--- config.mk ---
export PLATFORM = sky130hd
export DESIGN_NAME = json_string_unescape_utf8_flat
export DESIGN_NICKNAME = d
export VERILOG_FILES = /design/src/rtl/jsu_pkg.sv /design/src/rtl/jsu_if.sv /design/src/rtl/jsu_decode.sv /design/src/rtl/json_string_unescape_utf8.sv /design/src/flat_wrapper.sv
export SDC_FILE = /design/constraint.sdc
export NUM_CORES = 1
export LEC_CHECK = 0
export BUFFER_PORTS_ARGS = -buffer_cell sky130_fd_sc_hd__buf_2
export CORE_MARGIN = 2
export CORE_UTILIZATION = 65
export CTS_CLUSTER_DIAMETER = 80
export CTS_CLUSTER_SIZE = 20
export DETAILED_ROUTE_END_ITERATION = 6
export PLACE_DENSITY = 0.95
export SKIP_LAST_GASP = 1
export SYNTH_ARGS = -nofsm -noshare
export SYNTH_HDL_FRONTEND = slang
export SYNTH_SLANG_ARGS = --single-unit
--- constraint.sdc ---
create_clock -name clk -period 8.05 [get_ports clk]
set_input_delay 1.2075 -clock clk [delete_from_list [all_inputs] [get_ports clk]]
set_output_delay 1.2075 -clock clk [all_outputs]
set_load 0.02 [all_outputs]
--- src/rtl/jsu_pkg.sv ---
`timescale 1ns / 1ps
// ----------------------------------------------------------------------------
// jsu_pkg: shared types and helpers for the JSON string unescaper
// Holds the scan state, the per-request result bundle, mode codes and the
// hex-digit and UTF-8 encoding helpers.
// ----------------------------------------------------------------------------
package jsu_pkg;

  localparam logic [1:0] MODE_PLAIN = 2'd0;
  localparam logic [1:0] MODE_ESC   = 2'd1;
  localparam logic [1:0] MODE_HEX   = 2'd2;

  localparam logic [1:0] HEX_LAST_POS = 2'd3;

  localparam logic [7:0] CH_BSLASH = 8'h5C;
  localparam logic [7:0] CH_QUOTE  = 8'h22;
  localparam logic [7:0] CH_SLASH  = 8'h2F;
  localparam logic [7:0] CH_B      = 8'h62;
  localparam logic [7:0] CH_F      = 8'h66;
  localparam logic [7:0] CH_N      = 8'h6E;
  localparam logic [7:0] CH_R      = 8'h72;
  localparam logic [7:0] CH_T      = 8'h74;
  localparam logic [7:0] CH_U      = 8'h75;

  localparam logic [15:0] CP_ONE_BYTE_MAX = 16'h007F;
  localparam logic [15:0] CP_TWO_BYTE_MAX = 16'h07FF;

  typedef struct packed {
    logic [1:0]  mode;
    logic [1:0]  pos;
    logic [15:0] cp;
    logic        stopped;
    logic        drop;
  } scan_state_t;

  // Up to three result bytes produced by one request.
  typedef struct packed {
    logic [1:0]      cnt;
    logic [2:0][7:0] bytes;
    logic            valid;
    logic            err;
    logic            last;
  } bundle_t;

  typedef struct packed {
    logic       ok;
    logic [3:0] val;
  } hex_t;

  typedef struct packed {
    logic [1:0]      cnt;
    logic [2:0][7:0] bytes;
  } utf8_t;

  function automatic hex_t hex_value(input logic [7:0] c);
    hex_t h;
    logic [7:0] d;
    h = '0;
    if (c >= 8'h30 && c <= 8'h39) begin
      d = c - 8'h30;
      h.ok = 1'b1;
      h.val = d[3:0];
    end else if (c >= 8'h61 && c <= 8'h66) begin
      d = c - 8'h57;
      h.ok = 1'b1;
      h.val = d[3:0];
    end else if (c >= 8'h41 && c <= 8'h46) begin
      d = c - 8'h37;
      h.ok = 1'b1;
      h.val = d[3:0];
    end
    return h;
  endfunction

  function automatic utf8_t utf8_encode(input logic [15:0] cp);
    utf8_t u;
    u = '0;
    if (cp <= CP_ONE_BYTE_MAX) begin
      u.cnt = 2'd1;
      u.bytes[0] = cp[7:0];
    end else if (cp <= CP_TWO_BYTE_MAX) begin
      u.cnt = 2'd2;
      u.bytes[0] = {3'b110, cp[10:6]};
      u.bytes[1] = {2'b10, cp[5:0]};
    end else begin
      u.cnt = 2'd3;
      u.bytes[0] = {4'b1110, cp[15:12]};
      u.bytes[1] = {2'b10, cp[11:6]};
      u.bytes[2] = {2'b10, cp[5:0]};
    end
    return u;
  endfunction

endpackage

--- src/rtl/jsu_if.sv ---
`timescale 1ns / 1ps
// ----------------------------------------------------------------------------
// jsu_in_if / jsu_out_if: valid/ready channels of the JSON string unescaper
// The input channel carries raw string bytes, the output channel the
// decoded bytes with their status flags.
// ----------------------------------------------------------------------------
interface jsu_in_if;
  logic       valid;
  logic       ready;
  logic [7:0] char_in;
  logic       string_end;

  modport source (output valid, output char_in, output string_end, input ready);
  modport sink   (input valid, input char_in, input string_end, output ready);
endinterface

interface jsu_out_if;
  logic       valid;
  logic       ready;
  logic [7:0] out_byte;
  logic       byte_valid;
  logic       escape_error;
  logic       string_done;
  logic       run_last;

  modport source (output valid, output out_byte, output byte_valid,
                  output escape_error, output string_done, output run_last,
                  input ready);
  modport sink   (input valid, input out_byte, input byte_valid,
                  input escape_error, input string_done, input run_last,
                  output ready);
endinterface

--- src/rtl/jsu_decode.sv ---
`timescale 1ns / 1ps
// ----------------------------------------------------------------------------
// jsu_decode: next-state and result logic for one input byte
// Given the scan state and one byte, computes the following state and the
// bundle of up to three result bytes that the byte produces.
// ----------------------------------------------------------------------------
module jsu_decode (
  input  jsu_pkg::scan_state_t st,
  input  logic [7:0]           char_in,
  input  logic                 string_end,
  output jsu_pkg::scan_state_t st_nxt,
  output jsu_pkg::bundle_t     bun
);
  import jsu_pkg::*;

  hex_t        hx;
  logic [15:0] cp_acc;
  utf8_t       enc_acc;
  utf8_t       enc_zero;

  assign hx       = hex_value(char_in);
  assign cp_acc   = (!st.stopped && hx.ok) ? {st.cp[11:0], hx.val} : st.cp;
  assign enc_acc  = utf8_encode(cp_acc);
  assign enc_zero = utf8_encode(16'h0000);

  always_comb begin
    st_nxt    = st;
    bun       = '0;
    bun.valid = 1'b1;
    bun.last  = string_end;

    if (st.drop) begin
      if (string_end) begin
        bun.cnt   = 2'd1;
        bun.valid = 1'b0;
      end
    end else begin
      unique case (st.mode)
        MODE_ESC: begin
          st_nxt.mode = MODE_PLAIN;
          unique case (char_in)
            CH_QUOTE, CH_BSLASH, CH_SLASH: begin
              bun.cnt = 2'd1;
              bun.bytes[0] = char_in;
            end
            CH_B: begin bun.cnt = 2'd1; bun.bytes[0] = 8'h08; end
            CH_F: begin bun.cnt = 2'd1; bun.bytes[0] = 8'h0C; end
            CH_N: begin bun.cnt = 2'd1; bun.bytes[0] = 8'h0A; end
            CH_R: begin bun.cnt = 2'd1; bun.bytes[0] = 8'h0D; end
            CH_T: begin bun.cnt = 2'd1; bun.bytes[0] = 8'h09; end
            CH_U: begin
              st_nxt.mode    = MODE_HEX;
              st_nxt.pos     = 2'd0;
              st_nxt.cp      = 16'h0000;
              st_nxt.stopped = 1'b0;
              if (string_end) begin
                bun.cnt   = enc_zero.cnt;
                bun.bytes = enc_zero.bytes;
              end
            end
            default: begin
              bun.cnt     = 2'd1;
              bun.valid   = 1'b0;
              bun.err     = 1'b1;
              st_nxt.drop = 1'b1;
            end
          endcase
        end
        MODE_HEX: begin
          st_nxt.cp      = cp_acc;
          st_nxt.stopped = st.stopped | ~hx.ok;
          if (st.pos == HEX_LAST_POS || string_end) begin
            bun.cnt        = enc_acc.cnt;
            bun.bytes      = enc_acc.bytes;
            st_nxt.mode    = MODE_PLAIN;
            st_nxt.pos     = 2'd0;
            st_nxt.cp      = 16'h0000;
            st_nxt.stopped = 1'b0;
          end else begin
            st_nxt.pos = st.pos + 2'd1;
          end
        end
        default: begin
          // Plain copy, also taken for the unused mode code.
          st_nxt.mode = MODE_PLAIN;
          if (char_in == CH_BSLASH) begin
            if (string_end) begin
              bun.cnt   = 2'd1;
              bun.valid = 1'b0;
              bun.err   = 1'b1;
            end else begin
              st_nxt.mode = MODE_ESC;
            end
          end else begin
            bun.cnt = 2'd1;
            bun.bytes[0] = char_in;
          end
        end
      endcase
    end

    if (string_end) begin
      st_nxt = '0;
    end
  end

endmodule

--- src/rtl/json_string_unescape_utf8.sv ---
`timescale 1ns / 1ps
// ----------------------------------------------------------------------------
// json_string_unescape_utf8: JSON string unescaper with UTF-8 output
// Removes JSON escapes from a byte stream and encodes \u escapes as UTF-8.
// ----------------------------------------------------------------------------
// Usage:
// Bytes of a string body arrive on in_ch, one byte per request, with
// string_end marking the last byte. Decoded bytes leave on out_ch; each
// result carries byte_valid, escape_error, string_done (last result of the
// string) and run_last (last result produced by that input request).
// A result appears on out_ch the cycle after its input request is
// accepted. Throughput: one input request per cycle while out_ch is
// ready and each request yields at most one result. A request that
// yields two or three UTF-8 bytes holds the input while the single
// result register drains one byte per cycle to a ready out_ch. Requests
// that yield nothing (a backslash, a non-final hex digit) leave it empty.
// The next request is accepted in the same cycle that the last byte of the
// current bundle is taken, so the pipeline does not bubble.
// A stalled receiver holds the result register steady and, once the bundle
// is pending, backpressures in_ch.
// Reset (rst_n low, synchronous) empties the result register and returns
// the scanner to plain copy mode.
// ----------------------------------------------------------------------------
module json_string_unescape_utf8 (
  input logic     clk,
  input logic     rst_n,
  jsu_in_if.sink  in_ch,
  jsu_out_if.source out_ch
);
  import jsu_pkg::*;

  scan_state_t st_r;
  scan_state_t st_nxt;
  bundle_t     bun_r;
  bundle_t     bun_nxt;
  logic        full_r;
  logic [1:0]  idx_r;

  logic in_fire;
  logic out_fire;
  logic at_tail;

  jsu_decode u_decode (
    .st         (st_r),
    .char_in    (in_ch.char_in),
    .string_end (in_ch.string_end),
    .st_nxt     (st_nxt),
    .bun        (bun_nxt)
  );

  // The current entry is the final one of the bundle held in the register.
  assign at_tail  = (idx_r == bun_r.cnt - 2'd1);
  assign out_fire = out_ch.valid && out_ch.ready;
  assign in_fire  = in_ch.valid && in_ch.ready;

  // Take a new request when the result register is empty or is being
  // emptied by the receiver in this cycle.
  assign in_ch.ready = !full_r || (out_ch.ready && at_tail);

  assign out_ch.valid        = full_r;
  assign out_ch.out_byte     = bun_r.bytes[idx_r];
  assign out_ch.byte_valid   = bun_r.valid;
  assign out_ch.escape_error = bun_r.err;
  assign out_ch.run_last     = at_tail;
  assign out_ch.string_done  = at_tail && bun_r.last;

  always_ff @(posedge clk) begin
    if (!rst_n) begin
      st_r   <= '0;
      full_r <= 1'b0;
      idx_r  <= 2'd0;
    end else begin
      if (in_fire) begin
        st_r   <= st_nxt;
        full_r <= (bun_nxt.cnt != 2'd0);
        idx_r  <= 2'd0;
      end else if (out_fire) begin
        if (at_tail) begin
          full_r <= 1'b0;
          idx_r  <= 2'd0;
        end else begin
          idx_r <= idx_r + 2'd1;
        end
      end
    end
  end

  // Result payload needs no reset; full_r qualifies it.
  always_ff @(posedge clk) begin
    if (in_fire) begin
      bun_r <= bun_nxt;
    end
  end

endmodule

--- src/flat_wrapper.sv ---
// flat-port wrapper written by rule: the top's interface ports become plain ports
module json_string_unescape_utf8_flat import jsu_pkg::*;
  (clk, rst_n, in_ch_valid, in_ch_char_in, in_ch_string_end, in_ch_ready, out_ch_valid, out_ch_out_byte, out_ch_byte_valid, out_ch_escape_error, out_ch_string_done, out_ch_run_last, out_ch_ready);
  jsu_in_if in_ch_i ();
  jsu_out_if out_ch_i ();
  input logic clk;
  input logic rst_n;
  input wire logic [$bits(in_ch_i.valid)-1:0] in_ch_valid;
  input wire logic [$bits(in_ch_i.char_in)-1:0] in_ch_char_in;
  input wire logic [$bits(in_ch_i.string_end)-1:0] in_ch_string_end;
  output wire logic [$bits(in_ch_i.ready)-1:0] in_ch_ready;
  output wire logic [$bits(out_ch_i.valid)-1:0] out_ch_valid;
  output wire logic [$bits(out_ch_i.out_byte)-1:0] out_ch_out_byte;
  output wire logic [$bits(out_ch_i.byte_valid)-1:0] out_ch_byte_valid;
  output wire logic [$bits(out_ch_i.escape_error)-1:0] out_ch_escape_error;
  output wire logic [$bits(out_ch_i.string_done)-1:0] out_ch_string_done;
  output wire logic [$bits(out_ch_i.run_last)-1:0] out_ch_run_last;
  input wire logic [$bits(out_ch_i.ready)-1:0] out_ch_ready;
  assign in_ch_i.valid = in_ch_valid;
  assign in_ch_i.char_in = in_ch_char_in;
  assign in_ch_i.string_end = in_ch_string_end;
  assign in_ch_ready = in_ch_i.ready;
  assign out_ch_valid = out_ch_i.valid;
  assign out_ch_out_byte = out_ch_i.out_byte;
  assign out_ch_byte_valid = out_ch_i.byte_valid;
  assign out_ch_escape_error = out_ch_i.escape_error;
  assign out_ch_string_done = out_ch_i.string_done;
  assign out_ch_run_last = out_ch_i.run_last;
  assign out_ch_i.ready = out_ch_ready;
  json_string_unescape_utf8 u_core (.clk(clk), .rst_n(rst_n), .in_ch(in_ch_i), .out_ch(out_ch_i));
endmodule
# After elaboration in Yosys (flattened, before gate mapping)
# Cells that the tools add are included.
classes:
  n_addsub: 6
  magnitude_cmp: 9
  eq_ne: 16
  n_mux: 45
  n_bitwise: 3
  n_reduce_logical: 22
op_table:
  columns: ["operator", "count"]
  rows:
  - ["$eq A8 B7 Y1 const B", 7]
  - ["$pmux W8 S7", 1]
  - ["$mux W16", 3]
  - ["$mux W22", 2]
  - ["$pmux W19 S2", 1]
  - ["$mux W8", 4]
  - ["$pmux W16 S2", 1]
  - ["$mux W26", 1]
  - ["$mux W25", 1]
  - ["$mux W21", 1]
  - ["$mux W17", 1]
  - ["$bmux W8 S2", 1]
  - ["$eq A8 B6 Y1 const B", 2]
  - ["$ge A8 B7 Y1 const B", 2]
  - ["$le A16 B11 Y1 const B", 1]
  - ["$le A16 B7 Y1 const B", 1]
  - ["$le A8 B7 Y1 const B", 2]
  - ["$mux W2", 8]
  - ["$pmux W8 S2", 1]
  - ["$mux W5", 3]
  - ["$mux W14", 1]
  - ["$mux W1", 12]
  - ["$pmux W2 S2", 3]
  - ["$reduce_or A9 Y1", 1]
  - ["25 further kinds", 40]
word_totals:
  register_bits: 54
  in_bits: 13
  wordCells: 115

# Logic depth before layout (Yosys ltp)
logic_depth:
  word_depth: 15
  ltp_mapped: 11
  depth_no_buf: 8

# By module
# From an unflattened synthesis, not the netlist that was laid out.
hier_totals:
  cells_unflattened: 442
  hier_area_um2: 3831.2
modules_own_cells:
  columns: ["mod", "n_inst", "cells_per_inst", "area_per_inst_um2", "seq_area_each_um2"]
  rows:
  - ["json_string_unescape_utf8", 1, 179, 2150.8, 1371.3]
  - ["jsu_decode", 1, 263, 1680.4, 0.0]

# Worst setup path before layout
# Ideal clock, no wire load.
synth_timing:
  path_kind: "input-to-reg"
  from: "input port in_ch_char_in[0]"
  to: "register u_core.bun_r[15] in the netlist's numbering, data pin"
  setup_ns: 0.253
  arrival_ns: 3.108
  required_time_ns: 7.797
  path_slack_ns: 4.689
  stages: 10
  n_path_buf: 2
  cell_sequence: "clkbuf_1 -> inv_1 -> ha_1 -> or3b_1 -> and3_1 -> nor2_2 -> buf_2 -> mux2i_1 -> mux2_2 -> nor2_1"
synth_via:
  elab_chain_cells: 12
synth_rtl:
  columns: ["element", "line", "text"]
  rows:
  - ["start, declared", "flat_wrapper.sv:9", "input wire logic [$bits(in_ch_i.char_in)-1:0] in_ch_char_in;"]
  - ["$ge A8 B7 Y1 / $le A8 B7 Y1 (equally long branches)", "jsu_pkg.sv:67", "end else if (c >= 8'h41 && c <= 8'h46) begin"]
  - ["$logic_and A1 B1 Y1", "jsu_pkg.sv:67", null]
  - ["$mux W5", "jsu_pkg.sv:67", null]
  - ["$mux W5", "jsu_pkg.sv:63", "end else if (c >= 8'h61 && c <= 8'h66) begin"]
  - ["$mux W5", "jsu_pkg.sv:59", "if (c >= 8'h30 && c <= 8'h39) begin"]
  - ["$logic_and A1 B1 Y1", "jsu_decode.sv:22", "assign cp_acc = (!st.stopped && hx.ok) ? {st.cp[11:0], hx.val} : st.cp;"]
  - ["$mux W16", "jsu_decode.sv:22", null]
  - ["$le A16 B11 Y1", "jsu_pkg.sv:81", "end else if (cp <= CP_TWO_BYTE_MAX) begin"]
  - ["$mux W14", "jsu_pkg.sv:81", null]
  - ["$mux W16", "jsu_pkg.sv:78", "if (cp <= CP_ONE_BYTE_MAX) begin"]
  - ["$mux W26", "jsu_decode.sv:72", "if (st.pos == HEX_LAST_POS || string_end) begin"]
  - ["$pmux W16 S2 (*)", "jsu_decode.sv:38", "unique case (st.mode)"]
  - ["end signal, assigned", "json_string_unescape_utf8.sv:91", "bun_r <= bun_nxt;"]
  - ["end, declared", "json_string_unescape_utf8.sv:34", "bundle_t bun_r;"]
# Mark *: on every way between the ends. The rest lies on a longest branch, timed or not.
# A chain may end at the register's enable or synchronous reset.

# Worst setup path in the final report
layout_timing:
  from: "input port in_ch_char_in[0]"
  to: "register u_core.bun_r[24] in the netlist's numbering, data pin"
layout_via:
  elab_chain_cells: 12
layout_rtl:
  columns: ["element", "line"]
  rows:
  - ["$ge A8 B7 Y1 / $le A8 B7 Y1 (equally long branches)", "jsu_pkg.sv:67"]
  - ["$logic_and A1 B1 Y1", "jsu_pkg.sv:67"]
  - ["$mux W5", "jsu_pkg.sv:67"]
  - ["$mux W5", "jsu_pkg.sv:63"]
  - ["$mux W5", "jsu_pkg.sv:59"]
  - ["$logic_and A1 B1 Y1", "jsu_decode.sv:22"]
  - ["$mux W16", "jsu_decode.sv:22"]
  - ["$le A16 B11 Y1", "jsu_pkg.sv:81"]
  - ["$mux W8", "jsu_pkg.sv:81"]
  - ["$mux W16", "jsu_pkg.sv:78"]
  - ["$mux W26", "jsu_decode.sv:72"]
  - ["$pmux W16 S2 (*)", "jsu_decode.sv:38"]
# Marks and branches as above.

==> impl_metrics.py <==
metrics = {
    "power": {
        "peakVddDrop_v": 0.0000784,
        "p_leak_nw": 1.28,
        "power.density_nw_per_um2": 144,
    },
    "run_status": {
        "outcome": "complete, no violations",
    },
    "layout": {
        "num-fill-cells": 387,
        "final_core_util": 0.731,
        "layout.nets": 415,
        "multi_input_area_um2": 1850,
        "areaGrowthSynthToFinish_pct": 6.42,
        "drive_gt1_frac": 0.114,
        "antenna_cells": 0,
        "ff_latch_area_um2": 1310,
    },
    "cts": {
        "clkTransAtPathRegs_ns": 0.10,
        "clockRootBuffer": "clkbuf_8",
        "clock_path_buffers": 2,
        "cts.repair.resized": 0,
        "h-tree-depth": 2,
        "cts_buffers": 5,
        "cts.sinks": 52,
        "cts_hold_buf": 0,
        "postCtsSetupRepairBufs": 0,
        "clkLatencyLatePin_ns": 0.31,
        "cts_tree": "built",
    },
    "sta": {
        "max_freq_mhz": 252,
        "hold_viol": 0,
        "finalMaxSlewViolations": 0,
        "finClkSkew_ns": 0.00623,
        "setup_tns_ns": 0,
        "max_slew.worst_pin.slew_ns": 1.07,
        "grt_setup_unrepaired": "false",
        "period_share": 0.492,
        "min_period_ns": 3.96,
        "setup_viol_count_final": 0,
        "relSlewSlack": 0.283,
    },
    "drt": {
        "dr.pass1.iters": 7,
        "vias": 3061,
        "final_antenna_net_count": 0,
        "drc": 0,
        "wl_per_cell_um": 18.3,
        "vias_per_cell": 6.63,
        "drt_iter0_drc": 348,
        "routed_wl_mm": 8.44,
    },
    "grt": {
        "grt_pass1_wl_mm": 13.7,
        "grt_max_degree": 33,
        "grt-ovfl-total": 0,
        "grt_util_all_layers": 0.319,
        "antenna_found_initial": 0,
        "grt_pass1_vias": 2819,
    },
    "logic_synthesis": {
        "synthCells": 383,
        "async_flop_share": 0,
        "synthFlopType": "edfxtp_1",
        "synthTopCellsByArea": "edfxtp_1, dfxtp_1, nor2_1",
        "synth_top_area_share": 0.245,
        "yosysWarnings": 0,
        "synth_cell_types": 61,
        "syn_nets": 404,
        "netlist_area_um2": 3310,
        "yosys_register_bits": 52,
        "seq_area_frac_synth": 0.396,
        "syn_avg_cell_area_um2": 8.64,
        "synth_edf_count": 27,
        "yosysTopAreaCell": "edfxtp_1",
    },
    "floorplan": {
        "row_count": 25,
        "chipHeight_um": 75.4,
        "dieArea_um2": 5680,
        "chipWidth_um": 75.4,
        "core_area_um2": 4820,
        "io_pins": 27,
        "start_util": 0.687,
    },
    "place": {
        "place_congestion": 1.05,
        "portBuffers": 26,
        "dp_hpwl_mm": 6.20,
    },
    "critical_path": {
        "timing.critical_path.required_ns": 8.21,
        "cp.arrival_ns": 4.12,
        "crit_fanout": 20,
        "critical_path_class": "in -> reg",
        "cp-end-kind": "flip-flop",
        "start_kind": "input pin",
    },
    "flow_run": {
        "cap_violations": 0,
    },
    "hold_path": {
        "hold_path.class": "reg -> reg",
    },
}
## kinds of logic (layout without fill, tap and decap cells)
group,count (synthesis),in the layout,share of synthesized area
simple gates,159,159,0.235
compound gates,108,108,0.237
flops,52,52,0.396
buf+inv,38,50,0.0465
mux,16,16,0.0495
fa+ha+maj,8,8,0.0302
xor+xnor,2,2,0.00529
## cell usage after synthesis (6+ instances only)
cell type	count
dfxtp_1	25
edfxtp_1	27
o21ai_0	22
a311oi_1	7
and3_1	6
buf_2	6
ha_1	8
nand2_1	43
nor2b_1	8
nor3_1	16
a211oi_1	7
a21oi_1	20
mux2i_1	13
nand3_1	8
clkbuf_1	12
nor2_1	46
inv_1	15
a22o_1	15
## per-stage QoR
step                      worst slack, ns  power, mW  hold WS [ns]  instances  area (um^2)
after floorplan                      4.69      0.339         0.446        383         3310
final                                4.09      0.509         0.494        462         3520
after CTS                            4.18      0.507         0.491        462         3520
after detailed placement             3.87      0.360         0.468        454         3430
after global routing                 3.93      0.522         0.518        462         3520
after global placement               4.04      0.357         0.462        454         3430
## report_power, final
part / total [mW] / internal (mW) / switching [mW]
Combinational: 0.0629 / 0.0198 / 0.0431
Clock: 0.154 / 0.0621 / 0.0921
Sequential: 0.292 / 0.289 / 0.00309
Total: 0.509 / 0.370 / 0.138
## layout by cell type (no fill, tap or decap), drive strengths merged, types with 2 or more instances in the layout
cell,instances
mux2,3
edfxtp,27
o21bai,2
nand4b,3
mux2i,13
nor3,16
a211o,2
buf,27
or3b,2
nand4,3
a32oi,3
a211oi,9
o211ai,3
dfxtp,25
a22oi,2
inv,15
nor2,47
nor2b,8
ha,8
nor4,4
nand2,43
nor3b,4
a311oi,7
nand3,8
and3,6
or4,2
a22o,15
clkbuf,6
o32ai,3
o31ai,3
nand2b,5
and2,2
or3,3
o21ai,22
a21oi,20
a31oi,3
## layer usage
metal	up-vias	wire length, um	GRT usage
met2	183	3890	0.506
met5	-	0	0
met1	1402	3600	0.440
met4	0	196	0.111
li1	1452	-	-
met3	24	760	0.0608
## critical path, cell delays in order
cell and delay [ns]:
buf_2 0.20, inv_1 0.13, ha_1 0.23, o21bai_1 0.31, a211o_1 0.22, nand2_1 0.40
a21oi_1 0.86, nand2_1 0.33, a21oi_1 0.22
## sequential cells by signal, summed over array words and instances, names as in the netlist
name,flops
u_core.out_ch.byte_valid,1
u_core.out_ch.escape_error,1
u_core.st_r,22
u_core.bun_r,25
u_core.out_ch.valid,1
u_core.idx_r,2
## cell type report
class / instances / area share
timing repair buffer: 27 / 0.0391
multi-input combinational: 293 / 0.524
clock inverter: 2 / 0.00462
tap: 67 / 0.0238
clock buffer: 6 / 0.0206
sequential: 52 / 0.372
inverter: 15 / 0.0160
## worst paths after layout
path	start	endpoint	slack, ns	cells past startpoint
max reg2reg	u_core.st_r[1]$_SDFFE_PN0P_	u_core.bun_r[24]$_SDFFCE_PP0P_	5.33	6
min	u_core.st_r[19]$_SDFFE_PN0P_	u_core.st_r[19]$_SDFFE_PN0P_	0.49	1
min reg2reg	u_core.st_r[19]$_SDFFE_PN0P_	u_core.st_r[19]$_SDFFE_PN0P_	0.49	1
max	in_ch_char_in[0]	u_core.bun_r[24]$_SDFFCE_PP0P_	4.09	9
Note: power is estimated with default switching activity, not from simulation.
